$ cat src/rtl/mie_pkg.sv
`timescale 1ns / 1ps

package mie_pkg;

  // Field widths of the input and result items.
  localparam int TAG_W       = 4;
  localparam int VALUE_W     = 64;
  localparam int COUNT_W     = 4;
  localparam int BYTE_W      = 8;
  localparam int MAX_BYTES   = 8;
  localparam int SHORT_LIMIT = 4;
  localparam int IDX_W       = 3;

  // Default number of classified items buffered between front and back.
  localparam int QUEUE_DEPTH = 2;

  // Emission phase of the back end.
  typedef enum logic [2:0] {
    ST_HEADER = 3'b001,
    ST_MASK   = 3'b010,
    ST_DATA   = 3'b100
  } step_t;

  // One classified item as it travels through the queue.
  typedef struct packed {
    logic [TAG_W-1:0]     tag;
    logic [VALUE_W-1:0]   value;
    logic [MAX_BYTES-1:0] mask;
    logic                 is_long;
  } entry_t;

  // Queue control driven by the back end.
  typedef struct packed {
    logic head_valid;
    logic pop;
  } q_ctrl_t;

  // Back end status seen by the top level.
  typedef struct packed {
    logic  active;
    step_t step;
  } back_stat_t;

endpackage

$ cat src/rtl/mie_in_if.sv
`timescale 1ns / 1ps

interface mie_in_if;
  logic                          valid;
  logic                          ready;
  logic [mie_pkg::TAG_W-1:0]     type_tag;
  logic [mie_pkg::VALUE_W-1:0]   value;
  logic [mie_pkg::COUNT_W-1:0]   byte_count;

  modport source (output valid, type_tag, value, byte_count, input ready);
  modport sink (input valid, type_tag, value, byte_count, output ready);
endinterface

$ cat src/rtl/mie_out_if.sv
`timescale 1ns / 1ps

interface mie_out_if;
  logic                         valid;
  logic                         ready;
  logic [mie_pkg::BYTE_W-1:0]   out_byte;
  logic                         last;

  modport source (output valid, out_byte, last, input ready);
  modport sink (input valid, out_byte, last, output ready);
endinterface

$ cat src/rtl/mie_front.sv
`timescale 1ns / 1ps

module mie_front (
  mie_in_if.sink              in,
  input  logic                q_full,
  output logic                push,
  output mie_pkg::entry_t     entry
);

  logic [mie_pkg::COUNT_W-1:0] count_sat;

  // Counts above eight behave like eight.
  assign count_sat = (in.byte_count > mie_pkg::COUNT_W'(mie_pkg::MAX_BYTES)) ?
                     mie_pkg::COUNT_W'(mie_pkg::MAX_BYTES) : in.byte_count;

  always_comb begin
    entry.tag     = in.type_tag;
    entry.value   = in.value;
    entry.is_long = count_sat > mie_pkg::COUNT_W'(mie_pkg::SHORT_LIMIT);
    for (int i = 0; i < mie_pkg::MAX_BYTES; i++) begin
      entry.mask[i] = (mie_pkg::COUNT_W'(i) < count_sat) &&
                      (in.value[i*mie_pkg::BYTE_W +: mie_pkg::BYTE_W] != '0);
    end
  end

  assign in.ready = !q_full;
  assign push     = in.valid && !q_full;

endmodule

$ cat src/rtl/mie_queue.sv
`timescale 1ns / 1ps

module mie_queue #(
  parameter int DEPTH = mie_pkg::QUEUE_DEPTH
) (
  input  logic              clk,
  input  logic              rst,
  input  logic              push,
  input  mie_pkg::entry_t   wr_entry,
  output logic              full,
  input  logic              pop,
  output logic              head_valid,
  output mie_pkg::entry_t   head
);

  localparam int PTR_W = (DEPTH > 1) ? $clog2(DEPTH) : 1;
  localparam int CNT_W = $clog2(DEPTH + 1);

  mie_pkg::entry_t  slots [DEPTH];
  logic [PTR_W-1:0] wr_ptr;
  logic [PTR_W-1:0] rd_ptr;
  logic [CNT_W-1:0] count;

  function automatic logic [PTR_W-1:0] ptr_inc(input logic [PTR_W-1:0] p);
    ptr_inc = (p == PTR_W'(DEPTH - 1)) ? '0 : p + PTR_W'(1);
  endfunction

  assign full       = (count == CNT_W'(DEPTH));
  assign head_valid = (count != '0);
  assign head       = slots[rd_ptr];

  always_ff @(posedge clk) begin
    if (push) begin
      slots[wr_ptr] <= wr_entry;
    end
  end

  always_ff @(posedge clk) begin
    if (rst) begin
      wr_ptr <= '0;
      rd_ptr <= '0;
      count  <= '0;
    end else begin
      if (push) begin
        wr_ptr <= ptr_inc(wr_ptr);
      end
      if (pop) begin
        rd_ptr <= ptr_inc(rd_ptr);
      end
      if (push && !pop) begin
        count <= count + CNT_W'(1);
      end else if (pop && !push) begin
        count <= count - CNT_W'(1);
      end
    end
  end

endmodule

$ cat src/rtl/mie_back.sv
`timescale 1ns / 1ps

module mie_back (
  input  logic                 clk,
  input  logic                 rst,
  input  logic                 head_valid,
  input  mie_pkg::entry_t      head,
  output mie_pkg::q_ctrl_t     q_ctrl,
  output mie_pkg::back_stat_t  stat,
  mie_out_if.source            out
);

  // Item under work.
  logic                            active;
  mie_pkg::step_t                  step;
  logic [mie_pkg::TAG_W-1:0]       tag;
  logic [mie_pkg::VALUE_W-1:0]     value;
  logic [mie_pkg::MAX_BYTES-1:0]   mask_rem;
  logic                            is_long;

  // Output register.
  logic                            out_valid;
  logic [mie_pkg::BYTE_W-1:0]      out_byte;
  logic                            out_last;

  // Current view: a loaded item or the queue head about to be loaded.
  mie_pkg::step_t                  cur_step;
  logic [mie_pkg::TAG_W-1:0]       cur_tag;
  logic [mie_pkg::VALUE_W-1:0]     cur_value;
  logic [mie_pkg::MAX_BYTES-1:0]   cur_mask;
  logic                            cur_long;

  logic                            advance;
  logic                            emit;
  logic [mie_pkg::IDX_W-1:0]       idx;
  logic [mie_pkg::BYTE_W-1:0]      byte_next;
  logic                            last_next;
  mie_pkg::step_t                  step_next;
  logic [mie_pkg::MAX_BYTES-1:0]   mask_next;

  assign cur_step  = active ? step : mie_pkg::ST_HEADER;
  assign cur_tag   = active ? tag : head.tag;
  assign cur_value = active ? value : head.value;
  assign cur_mask  = active ? mask_rem : head.mask;
  assign cur_long  = active ? is_long : head.is_long;

  assign advance = !out_valid || out.ready;
  assign emit    = advance && (active || head_valid);

  // Lowest nonzero byte still to be sent.
  always_comb begin
    idx = '0;
    for (int i = mie_pkg::MAX_BYTES - 1; i >= 0; i--) begin
      if (cur_mask[i]) begin
        idx = mie_pkg::IDX_W'(i);
      end
    end
  end

  always_comb begin
    byte_next = '0;
    last_next = 1'b1;
    step_next = mie_pkg::ST_HEADER;
    mask_next = cur_mask;
    case (cur_step)
      mie_pkg::ST_HEADER: begin
        if (cur_long) begin
          byte_next = {cur_tag, 4'h0};
          last_next = 1'b0;
          step_next = mie_pkg::ST_MASK;
        end else begin
          byte_next = {cur_tag, cur_mask[mie_pkg::SHORT_LIMIT-1:0]};
          last_next = (cur_mask == '0);
          step_next = mie_pkg::ST_DATA;
        end
      end
      mie_pkg::ST_MASK: begin
        byte_next = cur_mask;
        last_next = (cur_mask == '0);
        step_next = mie_pkg::ST_DATA;
      end
      mie_pkg::ST_DATA: begin
        byte_next = cur_value[{idx, 3'b000} +: mie_pkg::BYTE_W];
        mask_next = cur_mask & (cur_mask - mie_pkg::MAX_BYTES'(1));
        last_next = (mask_next == '0);
        step_next = mie_pkg::ST_DATA;
      end
      default: begin
        byte_next = '0;
        last_next = 1'b1;
        step_next = mie_pkg::ST_HEADER;
      end
    endcase
  end

  always_ff @(posedge clk) begin
    if (rst) begin
      active    <= 1'b0;
      step      <= mie_pkg::ST_HEADER;
      out_valid <= 1'b0;
    end else begin
      if (advance) begin
        out_valid <= emit;
      end
      if (emit) begin
        active <= !last_next;
        step   <= step_next;
      end
    end
  end

  always_ff @(posedge clk) begin
    if (emit) begin
      out_byte <= byte_next;
      out_last <= last_next;
      mask_rem <= mask_next;
      if (!active) begin
        tag     <= head.tag;
        value   <= head.value;
        is_long <= head.is_long;
      end
    end
  end

  assign q_ctrl.head_valid = head_valid;
  assign q_ctrl.pop        = emit && !active;

  assign stat.active = active;
  assign stat.step   = step;

  assign out.valid    = out_valid;
  assign out.out_byte = out_byte;
  assign out.last     = out_last;

endmodule

$ cat src/rtl/masked_integer_encoder_unit.sv
`timescale 1ns / 1ps

// Masked integer encoder.
// The in channel carries one transaction per integer: a 4-bit type tag, a
// 64-bit value and a byte count. The out channel carries the encoding one
// byte per transaction, with last set on the final byte of each integer.
// The encoding is a header byte (tag and, for counts up to four, the mask
// of nonzero bytes), a separate mask byte for counts above four, and then
// every nonzero byte of the examined range in ascending order.
// An integer takes 1 to 10 output bytes: one for the header, one for a
// separate mask byte, and one per nonzero data byte. The back end sends one
// byte per cycle, so the output channel sets the sustained rate.
// With an idle block, an accepted input transaction is written into the
// queue and its first byte then into the output register, from which out
// takes it; the next integer starts right after the last byte of the
// previous one, with no gap, if it is already in the queue.
// A small queue holds classified integers, so in keeps accepting while the
// receiver stalls until the queue fills; then in.ready drops.
// Synchronous reset empties the queue and the output register.
module masked_integer_encoder_unit #(
  parameter int QUEUE_DEPTH = mie_pkg::QUEUE_DEPTH
) (
  input  logic      clk,
  input  logic      rst,
  mie_in_if.sink    in,
  mie_out_if.source out
);

  logic                  q_full;
  logic                  push;
  mie_pkg::entry_t       wr_entry;
  logic                  head_valid;
  mie_pkg::entry_t       head;
  mie_pkg::q_ctrl_t      q_ctrl;
  mie_pkg::back_stat_t   stat;

  // The front end checks which bytes are nonzero and queues the result.
  mie_front u_front (
    .in     (in),
    .q_full (q_full),
    .push   (push),
    .entry  (wr_entry)
  );

  mie_queue #(
    .DEPTH (QUEUE_DEPTH)
  ) u_queue (
    .clk        (clk),
    .rst        (rst),
    .push       (push),
    .wr_entry   (wr_entry),
    .full       (q_full),
    .pop        (q_ctrl.pop),
    .head_valid (head_valid),
    .head       (head)
  );

  // The back end walks the header, mask and data bytes of each entry.
  mie_back u_back (
    .clk        (clk),
    .rst        (rst),
    .head_valid (head_valid),
    .head       (head),
    .q_ctrl     (q_ctrl),
    .stat       (stat),
    .out        (out)
  );

  // An entry is only taken from the queue when one is there.
  a_pop_nonempty: assert property (@(posedge clk) disable iff (rst)
    q_ctrl.pop |-> q_ctrl.head_valid)
    else $error("queue popped while empty");

  // An accepted transaction is visible to the back end on the next cycle.
  a_push_visible: assert property (@(posedge clk) disable iff (rst)
    (in.valid && in.ready) |=> q_ctrl.head_valid)
    else $error("accepted transaction missing from queue");

  // The mask byte phase is only ever entered right after a header byte,
  // which is sent while the back end is idle, or it was already there.
  a_mask_after_header: assert property (@(posedge clk) disable iff (rst)
    (stat.active && stat.step == mie_pkg::ST_MASK && !$past(rst)) |->
    (!$past(stat.active) || $past(stat.step) == mie_pkg::ST_MASK))
    else $error("mask phase entered out of order");

endmodule
$ cat src/flat_wrapper.sv
// flat-port wrapper written by rule: the top's interface ports become plain ports
module masked_integer_encoder_unit_flat 
#(
  parameter int QUEUE_DEPTH = mie_pkg::QUEUE_DEPTH
)
  (clk, rst, in_valid, in_type_tag, in_value, in_byte_count, in_ready, out_valid, out_out_byte, out_last, out_ready);
  mie_in_if in_i ();
  mie_out_if out_i ();
  input  logic clk;
  input  logic rst;
  input wire logic [$bits(in_i.valid)-1:0] in_valid;
  input wire logic [$bits(in_i.type_tag)-1:0] in_type_tag;
  input wire logic [$bits(in_i.value)-1:0] in_value;
  input wire logic [$bits(in_i.byte_count)-1:0] in_byte_count;
  output wire logic [$bits(in_i.ready)-1:0] in_ready;
  output wire logic [$bits(out_i.valid)-1:0] out_valid;
  output wire logic [$bits(out_i.out_byte)-1:0] out_out_byte;
  output wire logic [$bits(out_i.last)-1:0] out_last;
  input wire logic [$bits(out_i.ready)-1:0] out_ready;
  assign in_i.valid = in_valid;
  assign in_i.type_tag = in_type_tag;
  assign in_i.value = in_value;
  assign in_i.byte_count = in_byte_count;
  assign in_ready = in_i.ready;
  assign out_valid = out_i.valid;
  assign out_out_byte = out_i.out_byte;
  assign out_last = out_i.last;
  assign out_i.ready = out_ready;
  masked_integer_encoder_unit #(.QUEUE_DEPTH(QUEUE_DEPTH)) u_core (.clk(clk), .rst(rst), .in(in_i), .out(out_i));
endmodule
$ cat config.mk
export PLATFORM = sky130hd
export DESIGN_NAME = masked_integer_encoder_unit_flat
export DESIGN_NICKNAME = d
export VERILOG_FILES = /design/src/rtl/mie_pkg.sv /design/src/rtl/mie_in_if.sv /design/src/rtl/mie_out_if.sv /design/src/rtl/mie_front.sv /design/src/rtl/mie_queue.sv /design/src/rtl/mie_back.sv /design/src/rtl/masked_integer_encoder_unit.sv /design/src/flat_wrapper.sv
export SDC_FILE = /design/constraint.sdc
export NUM_CORES = 1
export LEC_CHECK = 0
export ABC_AREA = 1
export BUFFER_PORTS_ARGS = -buffer_cell sky130_fd_sc_hd__buf_2
export CAP_MARGIN = 10
export CORE_ASPECT_RATIO = 0.5
export CORE_MARGIN = 2
export CORE_UTILIZATION = 55
export DETAILED_ROUTE_END_ITERATION = 10
export PLACE_DENSITY = 0.74
export SETUP_SLACK_MARGIN = 0.1
export SYNTH_ARGS = -nofsm -noshare
export SYNTH_HDL_FRONTEND = slang
export SYNTH_SLANG_ARGS = --single-unit
$ cat constraint.sdc
create_clock -name clk -period 9.6 [get_ports clk]
set_input_delay 0 -clock clk [delete_from_list [all_inputs] [get_ports clk]]
set_output_delay 0 -clock clk [all_outputs]
set_load 0.01 [all_outputs]
==> metrics.csv <==
stage,metric,value,unit
power,net switching component of the power,1.562,mW
timing,Finish-stage setup viols,0,
clocking,"Reg clk slew, reported paths",0.07,ns
timing,FMAX,217.3,MHz
synth,Post-Synth Adder-Cell Area,0.1151,%
clocking,latest clock arrival within the worst-skew pair,0.52,ns
critical_path,CP Max Fanout,74,
global_route,GRT Util Overall,26.29,%
finish,Layout Nets,1170,
routing,drt pass-1 iters,5,
timing,Final TNS setup,0,ns
routing,drc violations,0,
synth,Syn Area/Cell,11.46,um^2
placed_design,DP HPWL,17.16,mm
synth,"Top FF cell, synth",edfxtp_1,
floorplanning,die width,202.8,um
floorplanning,Chip Height,103.4,um
synth,Synth Area in XOR/XNOR,0.08060,%
timing,final period utilization,47.93,%
synth,Post-Synthesis Cells,948,
synth,Synth Area in Compound Gates,10.05,%
power,overall power,4.182,mW
timing,Slew headroom,21.98,%
routing,vias per std cell,5.573,
routing,vias post-DR,7669,
synth,Synth area leader,edfxtp_1,
power,Sequential Power Share,42.0,%
power,Power Density,321.9,nW/um^2
floorplanning,Die ar.,20970,um^2
clocking,CTS tree,built,
run_status,run status,"finished, final reports clean",
global_route,first-pass GRT wire length,41.43,mm
synth,"flops & latches, synth",250,
clocking,CTS H-Tree Depth,1,
clocking,clk root buf,clkbuf_16,
global_route,initial antenna violation count,0,
flow_run,Max-cap violations,0,
finish,P&R area growth vs syn,19.55,%
timing,Worst Tran Pin Value,1.170,ns
global_route,global route overflow,0,
synth,"Seq/Total Area, Yosys",68.16,%
clocking,CTS resizes,0,
global_route,pin count of the biggest net entering global routing,79,
clocking,CTS Buffer Depth,3,
synth,synth cell count leaders,"edfxtp_1 (240), inv_1 (141), nand2_1 (106), nand3_1 (91), o21ai_0 (68)",
finish,share of cells above drive strength 1,18.21,%
synth,ranking of synthesized cells by area,"edfxtp_1 (66%), inv_1 (4.9%), nand3_1 (4.2%)",
floorplanning,I/O pin total,87,
clocking,Post-CTS Setup Repair Bufs,0,
timing,hold violation count in the final report,0,
critical_path,data required time at the worst endpoint,9.99,ns
synth,syn nets,1025,
synth,Post-Synth Simple-Gate Area,14.31,%
synth,number of synthesized flops with an enable pin,240,
timing,clock skew,0.01673,ns
synth,most common cell in the netlist,edfxtp_1,
placed_design,IO Port Bufs,86,
synth,area share of the largest cell type after synthesis,66.32,%
min_path,Hold Crit Class,input pin to register,
global_route,number of global-route vias before repair,7307,
power,switching part of the total,37.35,%
synth,asr flop ratio synth,0,%
routing,Wirelength per Cell,19.72,um
routing,final wirelength,27.13,mm
clocking,Num CTS Buffers,22,
synth,Netlist Area Pre-Place,10870,um^2
floorplanning,Placement Rows,36,
timing,crit path time final,4.601,ns
clocking,Sink Count,250,
synth,Yosys cell types,38,
power,worst-case vdd ir drop,0.2487,mV
power,Lkg Pwr,5.183,nW
routing,Routed Antenna Nets,0,
timing,Max Slew Vio Count,0,
critical_path,Crit. End Element,register,
power,Int Pwr,2.620,mW
critical_path,Worst setup SP type,register,
floorplanning,Initial Util,55.97,%
timing,worst hold margin,0.03318,ns
power,Clk pwr share,22.5,%
routing,detailed router's first-iteration violation count,908,
power,part of the power in combinational logic,35.6,%
floorplanning,core area,19410,um^2
placed_design,RePlAce Congestion,0.8622,
synth,main combinational cell family by area after synthesis,simple AND/OR/NAND/NOR gates,
synth,Synth Warn #,0,
critical_path,critical path arrival,5.00,ns
finish,Fillers,1413,
timing,RSZ-0062 raised after global routing,no,
critical_path,Crit Path Class,register to register,
synth,mux share of post-synthesis cell area,0,%
critical path, cell delays in order, from the launching register on:
cell and delay [ns]:
dfxtp_1 0.55, inv_4 0.59, buf_4 0.73, nand3_1 0.19, nand2_1 0.20, nand2_1 0.08
nand2_1 0.06, nand2_1 0.06, nand2_1 0.07, nand2_1 0.06, nand2_2 0.40, nand2_1 0.72
nand2_1 0.27, nand3_1 0.12, nand3_1 0.13, nand3_1 0.08, nand2_1 0.10
what timing repair did:
action	4_1_cts	5_1_grt
endpoints found under the setup margin	0	0
hold buffers	73	0
endpoints found under the hold margin	156	0
path summary, 6_finish.rpt:
kind	startpoint	to	slack, ns	cells past startpoint
min reg2reg	u_core.u_queue.rd_ptr	register	0.52	2
max	u_core.u_back.active	u_core.u_back.out.out_byte[6]	5.00	16
max reg2reg	u_core.u_back.active	u_core.u_back.out.out_byte[6]	5.00	16
min	in_byte_count[2]	u_core.u_queue.slots[0][7]	0.03	3
power by group through the flow:
| stage | registers [mW] | clock network, mW | logic (mW) |
|---|---|---|---|
| floorplan | 1.77 | 0 | 1.02 |
| global placement | 1.76 | 0 | 1.40 |
| detailed placement | 1.78 | 0 | 1.43 |
| CTS | 1.76 | 0.950 | 1.47 |
| global route | 1.78 | 0.992 | 1.66 |
| finish | 1.75 | 0.940 | 1.49 |
layout make-up:
type,count,area (um^2),area share [%]
Antenna cell,1,2.502,0.01926
Clock buffer,25,583.1,4.488
Clock inverter,15,180.2,1.387
Inverter,151,569.3,4.382
Multi-Input combinational cell,502,2701,20.79
Sequential cell,250,7408,57.03
Tap cell,266,332.8,2.562
Timing Repair Buffer,166,1214,9.342
through the flow:
stage                     setup slack [ns]  area [um^2]  util, %  cells
after floorplan                      4.545        10870        -    948
after global placement               5.128        11490    59.21   1262
after detailed placement             5.089        11490    59.21   1262
after CTS                            5.076        12990    66.91   1375
after global routing                 4.591        12990    66.91   1375
final                                4.999        12990    66.92   1376
state kept, by name (all words and copies together) (netlist names), 2 cells and up, named ones only:
register,count
u_core.u_queue.slots,154
u_core.u_back.value,64
u_core.u_back.mask_rem,8
u_core.u_back.out.out_byte,8
u_core.u_back.tag,4
u_core.u_back.step,3
u_core.u_queue.count,2
per-layer routing:
metal | track usage, % | wire length [um]
met5 | 0 | 0
met4 | 5.839 | 538
met3 | 5.326 | 2312
met2 | 39.30 | 11650
met1 | 40.16 | 12630
cells in the final DEF (no fill, tap or decap), drive strengths merged:
| master | n |
|---|---|
| diode | 1 |
| o31ai | 1 |
| bufinv | 4 |
| o21ai | 74 |
| o211ai | 56 |
| or2 | 57 |
| nand2 | 109 |
| o2111ai | 1 |
| a21boi | 1 |
| ha | 1 |
| edfxtp | 240 |
| inv | 148 |
| nor4 | 17 |
| a31oi | 3 |
| a21oi | 37 |
| nand4 | 1 |
| nor3 | 1 |
| xor2 | 1 |
| a221oi | 2 |
| clkinvlp | 2 |
| clkinv | 12 |
| nand3 | 91 |
| o21a | 2 |
| buf | 93 |
| nor2 | 35 |
| dfxtp | 10 |
| nand3b | 8 |
| dlygate4sd3 | 73 |
| a22oi | 4 |
| clkbuf | 25 |
cell families (layout without fill, tap and decap cells):
logic type / after synthesis / after routing
adders and majority gates: 1 / 1
and+or+nand+nor: 319 / 319
AOI/OAI and AO/OA: 181 / 181
DFF: 250 / 250
xor gates and xnor gates: 1 / 1
other: 0 / 1
buffers and inverters: 196 / 357
Power figures use the tool's default switching activity.
